[src/design/udf_pkg.sv]
package udf_pkg;

	// Frame parsing phases, one-hot.
	typedef enum logic [7:0] {
		PH_IDLE    = 8'b0000_0001,
		PH_TYPE    = 8'b0000_0010,
		PH_ID      = 8'b0000_0100,
		PH_SEQ     = 8'b0000_1000,
		PH_LEN     = 8'b0001_0000,
		PH_PAYLOAD = 8'b0010_0000,
		PH_CRC     = 8'b0100_0000,
		PH_END     = 8'b1000_0000
	} phase_t;

	typedef logic [2:0] status_t;

	localparam status_t ST_BUSY        = 3'd0;
	localparam status_t ST_PAYLOAD     = 3'd1;
	localparam status_t ST_GOOD        = 3'd2;
	localparam status_t ST_BAD_LENGTH  = 3'd3;
	localparam status_t ST_BAD_MARKERS = 3'd4;

	// Configuration register indexes.
	typedef enum logic [0:0] {
		CFG_START_MARKER = 1'b0,
		CFG_END_MARKER   = 1'b1
	} cfg_index_t;

	// Number of bytes in the id and CRC words.
	localparam int unsigned WORD_BYTES = 4;

	typedef struct packed {
		status_t     status;
		logic [7:0]  payload_byte;
		logic [7:0]  frame_type;
		logic [31:0] frame_id;
		logic [7:0]  frame_seq;
		logic [15:0] payload_len;
		logic [31:0] crc_word;
	} result_t;

endpackage

[src/design/udf_parser.sv]
module udf_parser
	import udf_pkg::*;
#(
	parameter int unsigned MAX_PAYLOAD = 256
) (
	input  logic       clk,
	input  logic       arst_n,
	input  logic       beat,
	input  logic [7:0] data_byte,
	input  logic       frame_start,
	input  logic       cfg_we,
	input  logic [0:0] cfg_index,
	input  logic [7:0] cfg_data,
	output result_t    result
);

	localparam int unsigned IDX_W = $clog2(MAX_PAYLOAD + 1);
	localparam logic [15:0] MAX_LEN = 16'(MAX_PAYLOAD);
	localparam logic [IDX_W-1:0] IDX_WORD_END = IDX_W'(WORD_BYTES);

	logic [7:0]       start_marker_q;
	logic [7:0]       end_marker_q;
	phase_t           phase_q, phase_d;
	logic [IDX_W-1:0] idx_q, idx_d, idx_inc;
	logic [7:0]       start_q, start_d;
	logic [7:0]       type_q, type_d;
	logic [31:0]      id_q, id_d;
	logic [7:0]       seq_q, seq_d;
	logic [15:0]      len_q, len_d, len_new;
	logic [31:0]      crc_q, crc_d;
	logic [31:0]      lane_byte;

	assign idx_inc   = idx_q + IDX_W'(1);
	assign len_new   = {data_byte, len_q[7:0]};
	assign lane_byte = {24'b0, data_byte} << {idx_q[1:0], 3'b000};

	always_comb begin
		phase_d = phase_q;
		idx_d   = idx_q;
		start_d = start_q;
		type_d  = type_q;
		id_d    = id_q;
		seq_d   = seq_q;
		len_d   = len_q;
		crc_d   = crc_q;
		result  = '0;
		result.status = ST_BUSY;

		if (frame_start) begin
			// A start flag always opens a new frame, dropping any open one.
			start_d = data_byte;
			type_d  = '0;
			id_d    = '0;
			seq_d   = '0;
			len_d   = '0;
			crc_d   = '0;
			idx_d   = '0;
			phase_d = PH_TYPE;
		end else begin
			case (phase_q)
				PH_TYPE: begin
					type_d  = data_byte;
					idx_d   = '0;
					phase_d = PH_ID;
				end
				PH_ID: begin
					id_d  = id_q | lane_byte;
					idx_d = idx_inc;
					if (idx_inc >= IDX_WORD_END) begin
						idx_d   = '0;
						phase_d = PH_SEQ;
					end
				end
				PH_SEQ: begin
					seq_d   = data_byte;
					idx_d   = '0;
					phase_d = PH_LEN;
				end
				PH_LEN: begin
					if (idx_q == '0) begin
						len_d = {8'b0, data_byte};
						idx_d = IDX_W'(1);
					end else begin
						len_d = len_new;
						idx_d = '0;
						if (len_new > MAX_LEN || len_new[1:0] != 2'b00) begin
							result.status      = ST_BAD_LENGTH;
							result.frame_type  = type_q;
							result.frame_id    = id_q;
							result.frame_seq   = seq_q;
							result.payload_len = len_new;
							phase_d = PH_IDLE;
						end else if (len_new == '0) begin
							phase_d = PH_CRC;
						end else begin
							phase_d = PH_PAYLOAD;
						end
					end
				end
				PH_PAYLOAD: begin
					result.status       = ST_PAYLOAD;
					result.payload_byte = data_byte;
					idx_d = idx_inc;
					if (16'(idx_inc) >= len_q) begin
						idx_d   = '0;
						phase_d = PH_CRC;
					end
				end
				PH_CRC: begin
					crc_d = crc_q | lane_byte;
					idx_d = idx_inc;
					if (idx_inc >= IDX_WORD_END) begin
						idx_d   = '0;
						phase_d = PH_END;
					end
				end
				PH_END: begin
					result.status = (start_q == start_marker_q && data_byte == end_marker_q)
						? ST_GOOD : ST_BAD_MARKERS;
					result.frame_type  = type_q;
					result.frame_id    = id_q;
					result.frame_seq   = seq_q;
					result.payload_len = len_q;
					result.crc_word    = crc_q;
					idx_d   = '0;
					phase_d = PH_IDLE;
				end
				default: begin
					phase_d = PH_IDLE;
				end
			endcase
		end
	end

	always_ff @(posedge clk or negedge arst_n) begin
		if (!arst_n) begin
			start_marker_q <= 8'hAA;
			end_marker_q   <= 8'hBB;
		end else if (cfg_we) begin
			case (cfg_index)
				CFG_START_MARKER: start_marker_q <= cfg_data;
				CFG_END_MARKER:   end_marker_q   <= cfg_data;
				default: ;
			endcase
		end
	end

	always_ff @(posedge clk or negedge arst_n) begin
		if (!arst_n) begin
			phase_q <= PH_IDLE;
			idx_q   <= '0;
			start_q <= '0;
			type_q  <= '0;
			id_q    <= '0;
			seq_q   <= '0;
			len_q   <= '0;
			crc_q   <= '0;
		end else if (beat) begin
			phase_q <= phase_d;
			idx_q   <= idx_d;
			start_q <= start_d;
			type_q  <= type_d;
			id_q    <= id_d;
			seq_q   <= seq_d;
			len_q   <= len_d;
			crc_q   <= crc_d;
		end
	end

endmodule

[src/design/udf_out_reg.sv]
module udf_out_reg
	import udf_pkg::*;
(
	input  logic    clk,
	input  logic    arst_n,
	input  logic    in_valid,
	output logic    in_ready,
	input  result_t d,
	output logic    out_valid,
	input  logic    out_ready,
	output result_t q
);

	logic    valid_q;
	result_t data_q;

	// The register takes a new result whenever it is empty or being drained.
	assign in_ready  = !valid_q || out_ready;
	assign out_valid = valid_q;
	assign q         = data_q;

	always_ff @(posedge clk or negedge arst_n) begin
		if (!arst_n) begin
			valid_q <= 1'b0;
		end else if (in_ready) begin
			valid_q <= in_valid;
		end
	end

	always_ff @(posedge clk) begin
		if (in_valid && in_ready) begin
			data_q <= d;
		end
	end

endmodule

[src/design/update_packet_deframer.sv]
// Byte-serial deframer for update packets. Each accepted input beat carries one byte and
// yields exactly one output beat: busy, a payload byte, a length error, or the frame end
// report with the header fields and the (unchecked) CRC word. One byte is taken every
// clock cycle unless the consumer stalls; the parser state advances in the same cycle
// the byte is accepted and the result lands in a single output register in the next
// cycle. That register drains while the next byte is parsed, so throughput stays at one
// byte per cycle. Marker registers are written through the cfg port and should only
// change while no frame is in flight. MAX_PAYLOAD bounds the accepted length field.
module update_packet_deframer
	import udf_pkg::*;
#(
	parameter int unsigned MAX_PAYLOAD = 256
) (
	input  logic        clk,
	input  logic        arst_n,
	input  logic        in_valid,
	output logic        in_ready,
	input  logic [7:0]  data_byte,
	input  logic        frame_start,
	output logic        out_valid,
	input  logic        out_ready,
	output logic [2:0]  status,
	output logic [7:0]  payload_byte,
	output logic [7:0]  frame_type,
	output logic [31:0] frame_id,
	output logic [7:0]  frame_seq,
	output logic [15:0] payload_len,
	output logic [31:0] crc_word,
	input  logic        cfg_we,
	input  logic [0:0]  cfg_index,
	input  logic [7:0]  cfg_data
);

	result_t parse_res;
	result_t out_res;
	logic    beat;

	assign beat = in_valid && in_ready;

	udf_parser #(
		.MAX_PAYLOAD(MAX_PAYLOAD)
	) u_parser (
		.clk        (clk),
		.arst_n     (arst_n),
		.beat       (beat),
		.data_byte  (data_byte),
		.frame_start(frame_start),
		.cfg_we     (cfg_we),
		.cfg_index  (cfg_index),
		.cfg_data   (cfg_data),
		.result     (parse_res)
	);

	udf_out_reg u_out_reg (
		.clk      (clk),
		.arst_n   (arst_n),
		.in_valid (in_valid),
		.in_ready (in_ready),
		.d        (parse_res),
		.out_valid(out_valid),
		.out_ready(out_ready),
		.q        (out_res)
	);

	assign status       = out_res.status;
	assign payload_byte = out_res.payload_byte;
	assign frame_type   = out_res.frame_type;
	assign frame_id     = out_res.frame_id;
	assign frame_seq    = out_res.frame_seq;
	assign payload_len  = out_res.payload_len;
	assign crc_word     = out_res.crc_word;

endmodule

[config.mk]
export PLATFORM = sky130hd
export DESIGN_NAME = update_packet_deframer
export DESIGN_NICKNAME = d
export VERILOG_FILES = /design/src/design/udf_pkg.sv /design/src/design/udf_parser.sv /design/src/design/udf_out_reg.sv /design/src/design/update_packet_deframer.sv
export SDC_FILE = /design/constraint.sdc
export NUM_CORES = 1
export LEC_CHECK = 0
export BUFFER_PORTS_ARGS = -buffer_cell sky130_fd_sc_hd__buf_2
export CAP_MARGIN = 20
export CORE_MARGIN = 10
export CORE_UTILIZATION = 58
export DETAILED_ROUTE_END_ITERATION = 8
export PLACE_DENSITY = 0.83
export SLEW_MARGIN = 20
export SYNTH_ARGS = -nofsm -noshare
export SYNTH_HDL_FRONTEND = slang
export SYNTH_HIERARCHICAL = 1
export SYNTH_SLANG_ARGS = --single-unit
[constraint.sdc]
create_clock -name clk -period 3.32 [get_ports clk]
set_input_delay 0.332 -clock clk [delete_from_list [all_inputs] [get_ports clk]]
set_output_delay 0.332 -clock clk [all_outputs]
set_load 0.005 [all_outputs]
* Word-level counts from Yosys, hierarchy flattened
Index checks and enable logic that the tools add are counted.
** Storage, ports and cells
- Output and inout port bits :: 109
- Register bits after elaboration :: 245
- Logic and storage cells :: 103
- Input port bits :: 23
** Cells by class
- Shifts and indexed selects :: 1
- Bitwise operators :: 5
- Muxes and demuxes :: 31
- Equal/unequal tests :: 13
- Reductions and logical operators :: 30
- Magnitude comparators :: 3
- Add/sub/neg operators :: 1
** Operator list (count)
- two-way mux 32 bit :: 4
- two-way mux 64 bit :: 2
- one-hot mux 64 bit (2 select lines) :: 1
- two-way mux 8 bit :: 9
- OR 32 bit :: 2
- two-way mux 16 bit :: 3
- one-hot mux 8 bit (6 select lines) :: 1
- one-hot mux 9 bit (4 select lines) :: 1
- << shifter 8 x 5 -> 32 bit :: 1
- two-way mux 9 bit :: 3
- AND reduction 2 bit :: 9
- equality test 8 bit :: 2
- greater-or-equal comparator 9 x 16 -> 1 bit :: 1
- > comparator 16 x 9 -> 1 bit, second input constant :: 1
- zero test 16 bit :: 1
- two-way mux 7 bit :: 2
- nonzero test 2 bit :: 7
- adder 9 x 1 -> 9 bit, second input constant :: 1
- greater-or-equal comparator 9 x 3 -> 1 bit, second input constant :: 1
- zero test 9 bit :: 1
- inequality test 3 x 2 -> 1 bit, second input constant :: 3
- one-hot mux 3 bit (3 select lines) :: 1
- equality test 8 x 2 -> 1 bit, second input constant :: 1
- equality test 8 x 3 -> 1 bit, second input constant :: 1
- 18 further kinds :: 25

* Depth between registers and ports, before layout
- Word-level depth :: 6
- Mapped depth :: 13
- Depth with buffers taken out :: 11

* Hierarchy
The synthesis kept the hierarchy.
** Modules (own cells, without submodules)
- udf_parser :: times used 1, cells each 756, seq. area each 3442.1 um^2, area an instance 7208.2 um^2
- udf_out_reg :: times used 1, cells each 111, seq. area each 3238.1 um^2, area an instance 3266.9 um^2
- update_packet_deframer :: times used 1, cells each 1, seq. area each 0.0 um^2, area an instance 6.3 um^2

* Worst setup path before layout
OpenSTA, ideal clock, no wires.
- Kind :: register -> register
- Start point :: register u_parser.idx_q[0]
- End point :: register u_parser.idx_q[0]
- Path buffers :: 1
- Stages on the path, launching flop included :: 12
- Path slack :: 0.379 ns
- Period minus slack after synthesis :: 2.941 ns
- Library setup time :: 0.126 ns
- Data arrival time :: 2.815 ns
- Data required time :: 3.194 ns
- Cell sequence :: dfrtp_1 -> ha_1 -> nand2_1 -> nor3_1 -> xor2_1 -> ha_1 -> o211a_1 -> o311ai_1 -> and3b_1 -> clkbuf_1 -> or2_4 -> a221o_1
** On the way
- Longest elaborated chain between the ends :: 5
- Elaborated cells on any way between the ends :: 9
- Those cells by class :: add/sub: 1; order compare: 2; mux: 5; reduce/logical: 1
** Ends and longest elaborated chain
- start, declared :: line udf_parser.sv:24 : logic [IDX_W-1:0] idx_q, idx_d, idx_inc;
- start signal, assigned :: line udf_parser.sv:160 : idx_q <= idx_d;
- adder 9 x 1 -> 9 bit :: line udf_parser.sv:33 : assign idx_inc = idx_q + IDX_W'(1);
- greater-or-equal comparator 9 x 16 -> 1 bit / greater-or-equal comparator 9 x 3 -> 1 bit (equally long branches) :: line udf_parser.sv:104, udf_parser.sv:69, udf_parser.sv:112
- two-way mux 9 bit, on equally long branches :: line udf_parser.sv:104, udf_parser.sv:69, udf_parser.sv:112
- one-hot mux 9 bit (4 select lines) * :: line udf_parser.sv:60 : case (phase_q)
- two-way mux 9 bit * :: line udf_parser.sv:49 : if (frame_start) begin
Every way passes the cells marked *; elsewhere a longest branch is shown, timed or not.
A chain may end at the register's enable or synchronous reset.

* Worst setup path in the final report
- Start point :: register u_parser.idx_q[1]
- End point :: register u_parser.idx_q[5]
** On the way
- Longest elaborated chain between the ends :: 5
- Elaborated cells on any way between the ends :: 7
- Those cells by class :: add/sub: 1; order compare: 2; mux: 4
** Ends and longest elaborated chain (line)
- adder 9 x 1 -> 9 bit * :: udf_parser.sv:33
- greater-or-equal comparator 9 x 16 -> 1 bit / greater-or-equal comparator 9 x 3 -> 1 bit (equally long branches) :: udf_parser.sv:104, udf_parser.sv:69, udf_parser.sv:112
- two-way mux 9 bit, on equally long branches :: udf_parser.sv:104, udf_parser.sv:69, udf_parser.sv:112
- one-hot mux 9 bit (4 select lines) * :: udf_parser.sv:60
- two-way mux 9 bit * :: udf_parser.sv:49
Marked as above.

==> impl_metrics.ini <==
[power_and_ir_drop]
max-vdd-ir-drop_mv = 0.4090
leakage_nw = 5.393
power_density_nw_per_um2 = 595.7

[global_route]
grt_first_pass_wirelength_um = 38850
globalRoute.totalOverflow = 0
first_global_vias = 7220
grt_use_total = 0.1985
initial_antenna_violation_count = 1
maximum_number_of_pins_on_one_net_before_global_route_repair = 90

[logic_synthesis]
yosys_most_used_dff = dfrtp_1
postSynthRegisterBits = 245
synth_cell_type_count = 66
cell_count_after_synthesis = 868
synth.cell_area_um2 = 10480
synth-edff-count = 107
mappedNetlistNets = 902
asyncSetResetFlopFracSynth = 0.5633
syn_avg_cell_area_um2 = 12.08
yosys_warnings = 6
synth_seq_area_share = 0.6373

[place]
hpwl_um = 15250
place_inst = 1189
port-buffer-count = 131
place_worst_setup_slack_ps = 274.9
gp_congestion = 0.9036
placement.cell_area_um2 = 11360

[timing]
maxSlewViolCount = 0
max_slew_margin = 0.4454
fin_worst_skew_ps = 12.24
postLayoutSetupSlackWorst_ps = 332.2
timing_hold_violations_final = 0
timing_worst_slew_pin_value_ps = 831.8
final.period_utilization = 0.8999
fmaxAchievable_ghz = 0.3347
setup-tns-final_ps = 0
finalSetupViolCount = 0
layout_min_cycle_time_ps = 2988
grt_setup_unrepaired = no

[clocking]
cts.clk_slew.worst_paths_ps = 60
cts-root-to-sink-buffers = 3
tritoncts = built
clock_latency_ps = 510
post-cts-setup-buffer-count = 0
cts.sink_count = 245
cts_made_buffers = 24
clock_tree_root = clkbuf_16
cts_max_level = 1

[setup_path]
crit_path_end_kind = register
worst-path-max-fanout = 8
timing.critical_path.arrival_ps = 3430
worst_ep_required_time_ps = 3760
cp-start-kind = register
setup.worst_path.class = reg -> reg

[finish]
design.final.nets = 1021
finish.instance_area_um2 = 12170
insertedDiodeCount = 0
synthToLayoutAreaGrowth_pct = 16.15
layout.cells.non_filler = 1234
finished_core_util = 0.6824
layout_common_cells = 130 x buf_2, 127 x dfrtp_1, 107 x edfxtp_1, 95 x nor2_1, 68 x a21oi_1
layout_commonest_cell = buf_2
final_layout_size_suffix_gt1_frac = 0.2318

[floorplan]
chipHeight_um = 154.4
coreArea_um2 = 17840
fp.dieW_um = 154.4
placement_row_count = 49
io_pins = 132
initial_core_util = 0.5875
area_of_the_die_um2 = 23850

[outcome]
outcome = finished, final reports clean

[route]
final_antenna_net_count = 0
via_count = 7234
drcViolationCount = 0
postRouteWirelength_um = 24420
drt-pass1-iter-count = 5
wl_per_cell_um = 19.79
vias_per_cell = 5.862
detail_route.iter0.violations = 567

[min_path]
worstHoldPathType = in -> reg

[job]
drv_cap = 0
## metal layers
metal	vias to the layer above	wire (um)	track usage
li1	3369	-	-
met1	3524	10220	0.2625
met2	281	11690	0.3215
met3	58	1853	0.03910
met4	2	636	0.06703
met5	-	13	0
## worst max-delay path, cell delays in order, from the launching register on
cell and delay, ps:
dfrtp_1 480, ha_1 350, nand3_1 160, or2_2 300, nand2_1 80, ha_1 250, and4_1 160, o41ai_1 400
and3b_2 360, a22o_1 230, a22o_1 140
## per-stage QoR
| stage | hold WS [ps] | power, mW |
|---|---|---|
| CTS | 33.83 | 7.295 |
| finish | 48.88 | 7.253 |
| global placement | 457.2 | 4.509 |
| global route | 51.49 | 7.544 |
| detailed placement | 451.9 | 4.547 |
| floorplan | 36.41 | 4.234 |
## power by group
group | internal (mW) | switching (mW)
Combinational | 0.379 | 0.467
Sequential | 3.45 | 0.219
Clock | 1.65 | 1.08
Total | 5.48 | 1.77
## sequential cells by signal, indices dropped and copies added, names as in the netlist, 9 cells and up
signal,flops
u_parser/len_q,16
u_out_reg/q,107
u_parser/crc_q,32
u_parser/idx_q,9
u_parser/id_q,32
## timing repair
action | in CTS | in global routing
hold buffers | 1 | 0
endpoints found under the hold margin | 77 | 0
gates resized for setup | 0 | 1
endpoints found under the setup margin | 0 | 3
## cell families (layout without fill, tap and decap cells)
logic type | after synthesis | in the layout | synth area share
multiplexers | 16 | 16 | 0.01719
adder cells (fa/ha/maj) | 11 | 11 | 0.01313
flip-flops | 245 | 245 | 0.6373
buffers and inverters | 77 | 214 | 0.03283
AND/OR/NAND/NOR | 316 | 316 | 0.1629
XOR/XNOR | 24 | 24 | 0.02005
AO/OA/AOI/OAI | 179 | 179 | 0.1165
## final cells by class
type                    count  area [um2]
multi-input cells         546        3466
clock buffers              37       723.2
inverters                  16       60.06
flip-flops and latches    245        6680
clock inverters             7       83.83
repair buffers            154       874.6
well taps                 229       286.5
fillers                  1307        5667
## cells in the mapped netlist, drive strengths merged (8+ instances only)
library cell,number,area (um2)
o2bb2ai,27,236.5
nor4,9,101.4
nand3,8,45.04
and3,37,231.5
nand4,10,68.81
inv,16,60.05
and2,66,415.4
xnor2,19,166.4
dfrtp,127,3178
a22oi,38,285.3
mux2,16,180.2
o21ai,8,40.04
a21oi,68,340.3
dfstp,11,289.0
buf,8,68.80
edfxtp,107,3213
nor3,12,75.07
clkbuf,53,215.2
ha,11,137.6
nor2,97,366.6
nand2,50,187.7
## worst paths after layout
path | from | slack, ps | to | cells after the start
worst max-delay path | u_parser/idx_q[1]$_DFFE_PN0P_ | 330 | u_parser/idx_q[5]$_DFFE_PN0P_ | 10
worst min-delay path | in_valid | 50 | u_out_reg/out_valid$_DFFE_PN0P_ | 2
worst max register to register | u_parser/idx_q[1]$_DFFE_PN0P_ | 330 | u_parser/idx_q[5]$_DFFE_PN0P_ | 10
worst min register to register | u_parser/crc_q[20]$_DFFE_PN0P_ | 490 | u_parser/crc_q[20]$_DFFE_PN0P_ | 2
max in group asynchronous | arst_n | 2130 | u_parser/len_q[6]$_DFFE_PN0P_ | 3
min in group asynchronous | arst_n | 440 | u_parser/id_q[9]$_DFFE_PN0P_ | 2
(Power assumes the default switching activity.)
